<file path="config.mk">
export PLATFORM = sky130hd
export DESIGN_NAME = link_keepalive_supervisor
export DESIGN_NICKNAME = d
export VERILOG_FILES = /design/src/rtl/lks_pkg.sv /design/src/rtl/link_keepalive_supervisor.sv /design/src/rtl/lks_state.sv /design/src/rtl/lks_beat.sv
export SDC_FILE = /design/constraint.sdc
export NUM_CORES = 1
export LEC_CHECK = 0
export ABC_AREA = 1
export BUFFER_PORTS_ARGS = -buffer_cell sky130_fd_sc_hd__buf_4
export CAP_MARGIN = 40
export CORE_MARGIN = 2
export CORE_UTILIZATION = 55
export CTS_BUF_LIST = sky130_fd_sc_hd__clkbuf_16
export DETAILED_ROUTE_END_ITERATION = 10
export PLACE_DENSITY_LB_ADDON = 0.15
export REMOVE_ABC_BUFFERS = 1
export SKIP_LAST_GASP = 1
export SLEW_MARGIN = 25
export SYNTH_ARGS = -nofsm -noshare
export SYNTH_HDL_FRONTEND = slang
export SYNTH_SLANG_ARGS = --single-unit
</file>
<file path="constraint.sdc">
create_clock -name clk -period 5.3 [get_ports clk]
set_input_delay 0.265 -clock clk [delete_from_list [all_inputs] [get_ports clk]]
set_output_delay 0.265 -clock clk [all_outputs]
set_load 0.02 [all_outputs]
</file>
<file path="src/rtl/lks_pkg.sv">
// Shared types and constants for the link keepalive supervisor.
// No dependencies; imported by every rtl module.
`default_nettype none
package lks_pkg;

	localparam int TS_W   = 32;
	localparam int CFG_W  = 16;
	localparam int SEQ_W  = 16;
	localparam int IDX_W  = 2;
	localparam int IN_W   = 56;
	localparam int OUT_W  = 24;

	// action codes
	localparam logic [1:0] ACT_TICK  = 2'd0;
	localparam logic [1:0] ACT_BYTE  = 2'd1;
	localparam logic [1:0] ACT_FRAME = 2'd2;

	// received frame kinds
	localparam logic [1:0] KIND_PING = 2'd0;

	// frame kinds to send
	localparam logic SEND_PING = 1'b0;
	localparam logic SEND_PONG = 1'b1;

	// register indexes
	localparam logic [IDX_W-1:0] REG_PING_PERIOD  = 2'd0;
	localparam logic [IDX_W-1:0] REG_LINK_TIMEOUT = 2'd1;
	localparam logic [IDX_W-1:0] REG_TX_PULSE     = 2'd2;
	localparam logic [IDX_W-1:0] REG_RX_PULSE     = 2'd3;

	localparam logic [CFG_W-1:0] PING_PERIOD_RST  = 16'd500;
	localparam logic [CFG_W-1:0] LINK_TIMEOUT_RST = 16'd1500;
	localparam logic [CFG_W-1:0] TX_PULSE_RST     = 16'd60;
	localparam logic [CFG_W-1:0] RX_PULSE_RST     = 16'd250;

	// heartbeat half period is 500 ms = 4 * 125; quotient of (ts >> 2) by 125
	// is (x * ceil(2^37 / 125)) >> 37, exact for 30-bit x
	localparam int BEAT_X_W     = TS_W - 2;
	localparam int BEAT_M_W     = 31;
	localparam int BEAT_SHIFT   = 37;
	localparam logic [BEAT_M_W-1:0] BEAT_RECIP = 31'd1099511628;

	typedef struct packed {
		logic             send_request;
		logic             send_kind;
		logic [SEQ_W-1:0] send_sequence;
		logic             alive;
		logic             lost_pulse;
		logic             activity;
	} lks_result_t;

endpackage
`default_nettype wire

</file>
<file path="src/rtl/link_keepalive_supervisor.sv">
// Link keepalive supervisor, top level: input register, state logic, result register.
// Throughput one beat per cycle while m_tready is high.
// Stalls propagate back through a stage only when that stage holds a beat.
// arst_n clears valids, supervisor state and restores register defaults
// (period 500, timeout 1500, tx hold 60, rx hold 250). Depends on lks_pkg,
// lks_state, lks_beat.
`default_nettype none
module link_keepalive_supervisor
	import lks_pkg::*;
(
	input  wire logic             clk,
	input  wire logic             arst_n,
	input  wire logic             cfg_we,
	input  wire logic [IDX_W-1:0] cfg_index,
	input  wire logic [CFG_W-1:0] cfg_data,
	input  wire logic             s_tvalid,
	output logic                  s_tready,
	// action[1:0], timestamp_ms[33:2], frame_kind[35:34], frame_sequence[51:36]
	input  wire logic [IN_W-1:0]  s_tdata,
	output logic                  m_tvalid,
	input  wire logic             m_tready,
	// send_request[0], send_kind[1], send_sequence[17:2], alive[18],
	// lost_pulse[19], link_lamp[20], activity_lamp[21]
	output logic [OUT_W-1:0]      m_tdata
);

	logic             v_s1, v_s2, en1, en2, step;
	logic [1:0]       action_s1, kind_s1;
	logic [TS_W-1:0]  now_s1;
	logic [SEQ_W-1:0] fseq_s1;
	lks_result_t      res, res_s2;
	logic             phase_odd;

	assign en2      = !v_s2 || m_tready;
	assign en1      = !v_s1 || en2;
	assign s_tready = en1;
	assign step     = v_s1 && en2;

	always_ff @(posedge clk or negedge arst_n) begin
		if (!arst_n) begin
			v_s1 <= 1'b0;
			v_s2 <= 1'b0;
		end else begin
			if (en1) v_s1 <= s_tvalid;
			if (en2) v_s2 <= v_s1;
		end
	end

	always_ff @(posedge clk) begin
		if (en1 && s_tvalid) begin
			action_s1 <= s_tdata[1:0];
			now_s1    <= s_tdata[33:2];
			kind_s1   <= s_tdata[35:34];
			fseq_s1   <= s_tdata[51:36];
		end
		if (step) begin
			res_s2 <= res;
		end
	end

	lks_state u_state (
		.clk           (clk),
		.arst_n        (arst_n),
		.cfg_we        (cfg_we),
		.cfg_index     (cfg_index),
		.cfg_data      (cfg_data),
		.step          (step),
		.action        (action_s1),
		.now           (now_s1),
		.frame_kind    (kind_s1),
		.frame_sequence(fseq_s1),
		.result        (res)
	);

	lks_beat u_beat (
		.clk      (clk),
		.en       (step),
		.now      (now_s1),
		.phase_odd(phase_odd)
	);

	assign m_tvalid = v_s2;
	assign m_tdata  = {2'b00, res_s2.activity, res_s2.alive || !phase_odd,
		res_s2.lost_pulse, res_s2.alive, res_s2.send_sequence,
		res_s2.send_kind, res_s2.send_request};

endmodule
`default_nettype wire

</file>
<file path="src/rtl/lks_state.sv">
// Config registers, supervisor state and per-beat result logic.
// Depends on lks_pkg.
`default_nettype none
module lks_state
	import lks_pkg::*;
(
	input  wire logic             clk,
	input  wire logic             arst_n,
	input  wire logic             cfg_we,
	input  wire logic [IDX_W-1:0] cfg_index,
	input  wire logic [CFG_W-1:0] cfg_data,
	input  wire logic             step,
	input  wire logic [1:0]       action,
	input  wire logic [TS_W-1:0]  now,
	input  wire logic [1:0]       frame_kind,
	input  wire logic [SEQ_W-1:0] frame_sequence,
	output lks_result_t           result
);

	logic [CFG_W-1:0] ping_period_q, link_timeout_q, tx_pulse_q, rx_pulse_q;
	logic [TS_W-1:0]  last_ping_q, last_rx_q, tx_until_q, rx_until_q;
	logic [SEQ_W-1:0] next_seq_q;
	logic             link_up_q;

	logic [TS_W-1:0]  last_ping_d, last_rx_d, tx_until_d, rx_until_d;
	logic [SEQ_W-1:0] next_seq_d;
	logic             link_up_d;

	logic [TS_W-1:0]  ping_age, rx_age, tx_left, rx_left;
	logic             is_tick, is_byte, is_frame, ping_due, timed_out;
	logic             tx_pend, rx_pend;

	always_ff @(posedge clk or negedge arst_n) begin
		if (!arst_n) begin
			ping_period_q  <= PING_PERIOD_RST;
			link_timeout_q <= LINK_TIMEOUT_RST;
			tx_pulse_q     <= TX_PULSE_RST;
			rx_pulse_q     <= RX_PULSE_RST;
		end else if (cfg_we) begin
			case (cfg_index)
				REG_PING_PERIOD:  ping_period_q  <= cfg_data;
				REG_LINK_TIMEOUT: link_timeout_q <= cfg_data;
				REG_TX_PULSE:     tx_pulse_q     <= cfg_data;
				REG_RX_PULSE:     rx_pulse_q     <= cfg_data;
				default: ;
			endcase
		end
	end

	assign is_tick  = (action == ACT_TICK);
	assign is_byte  = (action == ACT_BYTE);
	assign is_frame = (action == ACT_FRAME);

	assign ping_age  = now - last_ping_q;
	assign rx_age    = now - last_rx_q;
	assign ping_due  = is_tick && (ping_age >= {{(TS_W-CFG_W){1'b0}}, ping_period_q});
	assign timed_out = is_tick && link_up_q
		&& (rx_age >= {{(TS_W-CFG_W){1'b0}}, link_timeout_q});

	// a pulse restarted by this beat ends now + hold, so only the hold matters
	assign tx_left = tx_until_q - now;
	assign rx_left = rx_until_q - now;
	assign tx_pend = ping_due ? (tx_pulse_q != '0) : (tx_left != '0 && !tx_left[TS_W-1]);
	assign rx_pend = is_byte ? (rx_pulse_q != '0) : (rx_left != '0 && !rx_left[TS_W-1]);

	always_comb begin
		last_ping_d = last_ping_q;
		last_rx_d   = last_rx_q;
		tx_until_d  = tx_until_q;
		rx_until_d  = rx_until_q;
		next_seq_d  = next_seq_q;
		link_up_d   = link_up_q;
		result      = '0;
		if (ping_due) begin
			result.send_request  = 1'b1;
			result.send_kind     = SEND_PING;
			result.send_sequence = next_seq_q;
			next_seq_d  = next_seq_q + 1'b1;
			tx_until_d  = now + {{(TS_W-CFG_W){1'b0}}, tx_pulse_q};
			last_ping_d = now;
		end
		if (timed_out) begin
			link_up_d         = 1'b0;
			result.lost_pulse = 1'b1;
		end
		if (is_byte) begin
			rx_until_d = now + {{(TS_W-CFG_W){1'b0}}, rx_pulse_q};
		end
		if (is_frame) begin
			last_rx_d = now;
			link_up_d = 1'b1;
			if (frame_kind == KIND_PING) begin
				result.send_request  = 1'b1;
				result.send_kind     = SEND_PONG;
				result.send_sequence = frame_sequence;
			end
		end
		result.alive    = link_up_d;
		result.activity = tx_pend || rx_pend;
	end

	always_ff @(posedge clk or negedge arst_n) begin
		if (!arst_n) begin
			last_ping_q <= '0;
			last_rx_q   <= '0;
			tx_until_q  <= '0;
			rx_until_q  <= '0;
			next_seq_q  <= '0;
			link_up_q   <= 1'b0;
		end else if (step) begin
			last_ping_q <= last_ping_d;
			last_rx_q   <= last_rx_d;
			tx_until_q  <= tx_until_d;
			rx_until_q  <= rx_until_d;
			next_seq_q  <= next_seq_d;
			link_up_q   <= link_up_d;
		end
	end

endmodule
`default_nettype wire

</file>
<file path="src/rtl/lks_beat.sv">
// Heartbeat phase: parity of timestamp / 500 via reciprocal multiply,
// registered into the output stage. Depends on lks_pkg.
`default_nettype none
module lks_beat
	import lks_pkg::*;
(
	input  wire logic            clk,
	input  wire logic            en,
	input  wire logic [TS_W-1:0] now,
	output logic                 phase_odd
);

	logic [BEAT_X_W+BEAT_M_W-1:0] prod;
	logic                         odd_s2;

	assign prod = {{BEAT_M_W{1'b0}}, now[TS_W-1:2]} * {{BEAT_X_W{1'b0}}, BEAT_RECIP};

	always_ff @(posedge clk) begin
		if (en) begin
			odd_s2 <= prod[BEAT_SHIFT];
		end
	end

	assign phase_odd = odd_s2;

endmodule
`default_nettype wire

</file>
Yosys cells after proc, flatten, opt, wreduce, memory -nomap -nowiden
Index checks and enable logic that the tools add are counted.

Flip-flop bits (word level): 285. Logic and storage cells: 76.

Add/subtract/negate cells: 7. Multipliers: 1. $lt $le $gt $ge: 2. Eq/ne operators: 5. Muxes and demuxes: 8. Reductions and logical operators: 30.

Operators with widths (number): subtractor 32 bit (4); adder 32 x 16 -> 32 bit (2); >= comparator 32 x 16 -> 1 bit (2); nonzero test 32 bit (2); two-way mux 18 bit (3); multiplier 30 x 29 -> 36 bit, second input constant (1); nonzero test 16 bit (2); adder 16 x 1 -> 16 bit, second input constant (1); AND reduction 2 bit (7); logical AND 1 bit (7); == test 2 bit, second input constant (3); logical NOT 2 bit (3); logical NOT 1 bit (5); two-way mux 1 bit (5); == test 2 x 1 -> 1 bit, second input constant (2); logical OR 1 bit (4).

Logic depth before layout (Yosys ltp)
Depth in word-level cells: 6. Depth in mapped cells: 23. Depth with buffers taken out: 23.

Cells and area by module
A second synthesis with hierarchy kept.

Cells, all modules: 4231. Area total of the unflattened synthesis: 31565.3 µm².

Modules (own cells, without submodules): lks_state (instances 1, cells each 3231, area an instance 20248.2 µm²); lks_beat (instances 1, cells each 910, area an instance 9003.6 µm²); link_keepalive_supervisor (instances 1, cells each 90, area an instance 2313.5 µm²).

Least setup slack after synthesis
No wires, ideal clock.

Path kind: reg-to-reg. Start point: register now_s1[11]. End point: register u_beat.odd_s2, in the netlist u_beat.phase_odd (data pin). Library setup time: 0.263 ns. Arrival: 5.554 ns. Data required time: 5.037 ns. Setup slack: -0.516 ns. Stages on the path, launching flop included: 21. Period minus slack after synthesis: 5.816 ns. Cells stage by stage: edfxtp_1 > ha_1 > fa_1 > fa_1 > inv_1 > fa_1 > inv_1 > fa_1 > fa_1 > fa_1 > inv_1 > fa_1 > inv_1 > ha_1 > a21oi_1 > o21ai_0 > nand2_1 > o211ai_1 > a21oi_1 > nand3_1 > xor2_1.

Longest elaborated chain between the ends: 1.

RTL lines: start: declaration (RTL line link_keepalive_supervisor.sv:29) `logic [TS_W-1:0] now_s1;`; start signal: assignment (RTL line link_keepalive_supervisor.sv:52) `now_s1 <= s_tdata[33:2];`; multiplier 30 x 29 -> 36 bit (RTL line lks_beat.sv:16) `assign prod = {{BEAT_M_W{1'b0}}, now[TS_W-1:2]} * {{BEAT_X_W{1'b0}}, BEAT_RECIP};`; named net u_beat.prod[37] (RTL line lks_beat.sv:13) `logic [BEAT_X_W+BEAT_M_W-1:0] prod;`; end signal: assignment (RTL line lks_beat.sv:20) `odd_s2 <= prod[BEAT_SHIFT];`; end: declaration (RTL line lks_beat.sv:14) `logic odd_s2;`.

The timed path passes the listed nets, and every way through them passes these cells. A chain may end at the register's enable or synchronous reset.

Final worst setup path
Start point: register now_s1[22]. End point: register u_beat.odd_s2, in the netlist u_beat.phase_odd (data pin).

The elaborated chain is that of the path after synthesis.

==> metrics.md <==
| Metric | Value |
|---|---|
| CTS tree | `yes` |
| Crit path capture type | `flop` |
| WP data arrival | `6080 ps` |
| Asr flop ratio synth | `74.0%` |
| Clock Tree Root | `clkbuf_16` |
| Die area | `60400 µm²` |
| Htree depth | `2` |
| Min-Delay Path Depth | `3` |
| Worst skew pair latency | `560 ps` |
| Predominant post-synthesis flop cell | `dfrtp_1` |
| Grt ovf | `0` |
| Finished layout cell area | `37500 µm²` |
| I/O pins | `105` |
| Vias per inst | `5.37` |
| CTS sink cnt | `285` |
| Port bufs | `98` |
| Nets | `5379` |
| Syn Area/Cell | `about 7.4 µm²` |
| Post-route DRC | `0` |
| Die height | `246 µm` |
| Initial antenna violation count | `3` |
| DP HPWL | `about 84 mm` |
| Final WL | `104 mm` |
| Final core utilization | `between 60% and 70%` |
| Maximum fanout along the worst path | `2` |
| Synthesis-to-finish area growth | `16.7%` |
| CTS Buf Count | `35` |
| Total power | `about 25 mW` |
| Die Wd | `between 200 and 250 µm` |
| Setup slack at placement | `-685 ps` |
| Worst hold path class | `input pin to flop` |
| Post-DRT Antenna Nets | `0` |
| Area after DPL | `around 35000 µm²` |
| Mapped Area | `between 30000 and 40000 µm²` |
| First-pass GRT wire length | `between 150 and 200 mm` |
| Synth top cells by count | `nand2_1 (1251), inv_1 (869), ha_1 (421)` |
| Switching portion of total power | `50.1%` |
| Total number of vias | `~29000` |
| Number of buffers and inverters on the critical path | `8` |
| Int Pwr | `12.6 mW` |
| R2R cell count | `23` |
| Slew of the pin with the lowest slew margin | `969 ps` |
| Fraction of layout cells with a size suffix above 1 | `9.92%` |
| Clk buf depth | `3` |
| RSZ-0062 raised after global routing | `yes` |
| Critical R2R Launch | `now_s1[22]$_DFFE_PP_` |
| Status | `complete, but fails checks` |
| Setup TNS | `-476 ps` |
| Hold WS | `roughly 38 ps` |
| Seq. cell area | `7530 µm²` |
| Initial drt markers | `~1900` |
| CP Class | `flop to flop` |
| Final Hold Viols | `0` |
| Worst path cell trace | `buf_6, ha_4, fa_2, fa_1, inv_1, fa_1, inv_1, fa_1, inv_2, fa_1, inv_1, fa_1, inv_1, fa_1, inv_2, ha_4, nand2_2, nor3_4, buf_6, and3_4, nand4_1, nand3_1, xor2_1` |
| Sequential share of power | `around 13%` |
| Routability Congestion | `0.983` |
| WL per Instance | `19.1 µm` |
| Footprint of the multi-input gates | `21600 µm²` |
| CP max stage delay | `540 ps` |
| Most instantiated library cell after synthesis | `nand2_1` |
| Combinational Power Share | `77.3%` |
| Worst Path Required | `5610 ps` |
| Yosys top cell area share | `between 10% and 20%` |
| Slew Viols, Final | `0` |
| Post-Layout Cell Count | `5456` |
| Crit path launch type | `flop` |
| Fillcell total | `5170` |
| Total GRT Usage | `34.8%` |
| # Max-Cap Violations | `0` |
| Slew headroom | `34.8%` |
| Final setup viols | `1` |
| Syn. warnings | `0` |
| Reg clk slew, reported paths | `~70 ps` |
| Initial DRT Pass Iterations | `5` |
| Starting Density | `between 50% and 60%` |
| Psw | `12.6 mW` |
| Leakage | `20.2 nW` |
| VDD IR max | `1.71 mV` |
| Min cycle time layout | `5780 ps` |
| Yosys cell types | `43` |
| Post-layout worst setup margin | `-476 ps` |
| Dpl cells | `approximately 5300` |
| Core Rows | `about 90` |
| Cells after synthesis | `4334` |
| Crit path depth | `23` |
| Post-synth top area cell | `ha_1` |
| Vias in the first global route | `between 20000 and 30000` |
| Clock skew | `23.4 ps` |
| Cell repeated most along the worst path | `fa_1` |
| Post-synthesis sequential area ratio | `a little under a quarter` |
| Reg2Reg Setup Slack | `-480 ps` |
| FMAX | `173 MHz` |
| CP top delay family | `adder cells` |
| Core area | `57800 µm²` |
| Top post-synthesis cells by area | `ha_1 (16%), dfrtp_1 (15%), nand2_1 (15%), fa_1 (13%), inv_1 (10%)` |
| Post-synth EDFFs | `74` |
| Slowest CP cell | `fa_1` |
| Final period utilization | `109%` |
| Largest net degree at the start of global routing | `about 120` |
| Violated checks | `negative setup slack` |
| Power Density | `671 nW/µm²` |
| Critical path startpoint | `now_s1[22]$_DFFE_PP_` |
| Clock power frac | `9.8%` |
| #FFs+latches synth | `between 200 and 300` |
| RR Endpoint | `u_beat.phase_odd$_DFFE_PP_` |
| CP endpoint | `u_beat.phase_odd$_DFFE_PP_` |
[per-layer routing]
layer  vias to the layer above  share of wire, %  wire (µm)  global-route usage (%)
li1                      14400                 -          -                       -
met1                     13800                41      43300                    44.8
met2                       918                47      48800                    57.7
met3                       227               6.9       7170                    6.21
met4                         2               4.9       5080                    14.8
met5                         -             0.013         14                       0
[how the worst min path moves through the flow]
stage / from / end / slack [ps]
after floorplan: arst_n / m_tvalid$_DFFE_PN0P_ / -30
after global placement: arst_n / u_state.next_seq_q[9]$_DFFE_PN0P_ / 300
after detailed placement: arst_n / u_state.next_seq_q[9]$_DFFE_PN0P_ / 290
after CTS: cfg_data[3] / u_state.tx_pulse_q[3]$_DFFE_PN1P_ / 20
after global routing: cfg_data[3] / u_state.tx_pulse_q[3]$_DFFE_PN1P_ / 50
final: cfg_data[3] / u_state.tx_pulse_q[3]$_DFFE_PN1P_ / 40
[worst min-delay path: stages]
cell and delay (ps):
buf_4 100, inv_1 110, o21ai_0 100
[what timing repair did]
action	in CTS	in global routing
buffers inserted	29	11
hold buffers	55	0
gates resized for setup	51	51
endpoints found under the hold margin	142	0
pin swaps	45	66
setup endpoints to repair	1	1
[sequential cells by signal (all words and copies together) (netlist names)]
signal	cells
u_state.rx_until_q	32
v_s1	1
u_state.link_up_q	1
u_state.last_rx_q	32
kind_s1	2
u_state.ping_period_q	16
m_tdata	21
u_state.last_ping_q	32
u_state.rx_pulse_q	16
u_state.tx_until_q	32
u_beat.phase_odd	1
now_s1	32
fseq_s1	16
u_state.next_seq_q	16
u_state.link_timeout_q	16
m_tvalid	1
action_s1	2
u_state.tx_pulse_q	16
[power by group through the flow]
stage | Combinational (mW) | Sequential, mW | Clock (mW)
5_1_grt | 22.1 | 3.28 | 2.59
6_report | 19.5 | 3.23 | 2.48
3_3_place_gp | 16.3 | 3.24 | 0
3_5_place_dp | 16.8 | 3.26 | 0
2_1_floorplan | 12.2 | 3.21 | 0
4_1_cts | 17.7 | 3.22 | 2.50
[cells by family after synthesis]
kind of cell    after synthesis  synth area share [%]
buf+inv                     938                  11.2
fa+ha+maj                   637                  29.8
other cells                   1                0.0117
compound gates              419                  6.99
simple gates               1905                  24.5
xor+xnor                    149                  4.06
flops                       285                  23.4
[final cells by class]
type / instances / area share (%)
Multi-Input combinational cell: 3112 / 57.5
Tap cell: 765 / 2.55
Clock inverter: 28 / 0.777
Inverter: 872 / 8.73
Antenna cell: 2 / 0.0133
Clock buffer: 35 / 2.33
Timing Repair Buffer: 357 / 8.04
Sequential cell: 285 / 20.1
[layout by cell type (no fill, tap or decap), types with 5 or more instances in the layout]
cell type / instances
nand2_1: 1246
inv_1: 871
ha_1: 386
buf_4: 268
nor2_1: 265
o21ai_0: 196
fa_1: 195
dfrtp_1: 188
nand3_1: 168
a21oi_1: 153
nand4_1: 131
xor2_1: 114
edfxtp_1: 74
dlygate4sd3_1: 55
nor3_1: 38
xnor2_1: 35
clkbuf_16: 35
ha_4: 31
nor4_1: 24
buf_6: 24
o21bai_1: 23
dfstp_2: 23
fa_2: 21
a31oi_1: 16
inv_2: 9
and2_1: 9
nand2_2: 7
buf_12: 7
nand3b_1: 6
a21o_1: 6
o211ai_1: 5
a21oi_2: 5
clkinv_1: 5
bufinv_16: 5
Note: power is estimated with default switching activity, not from simulation.
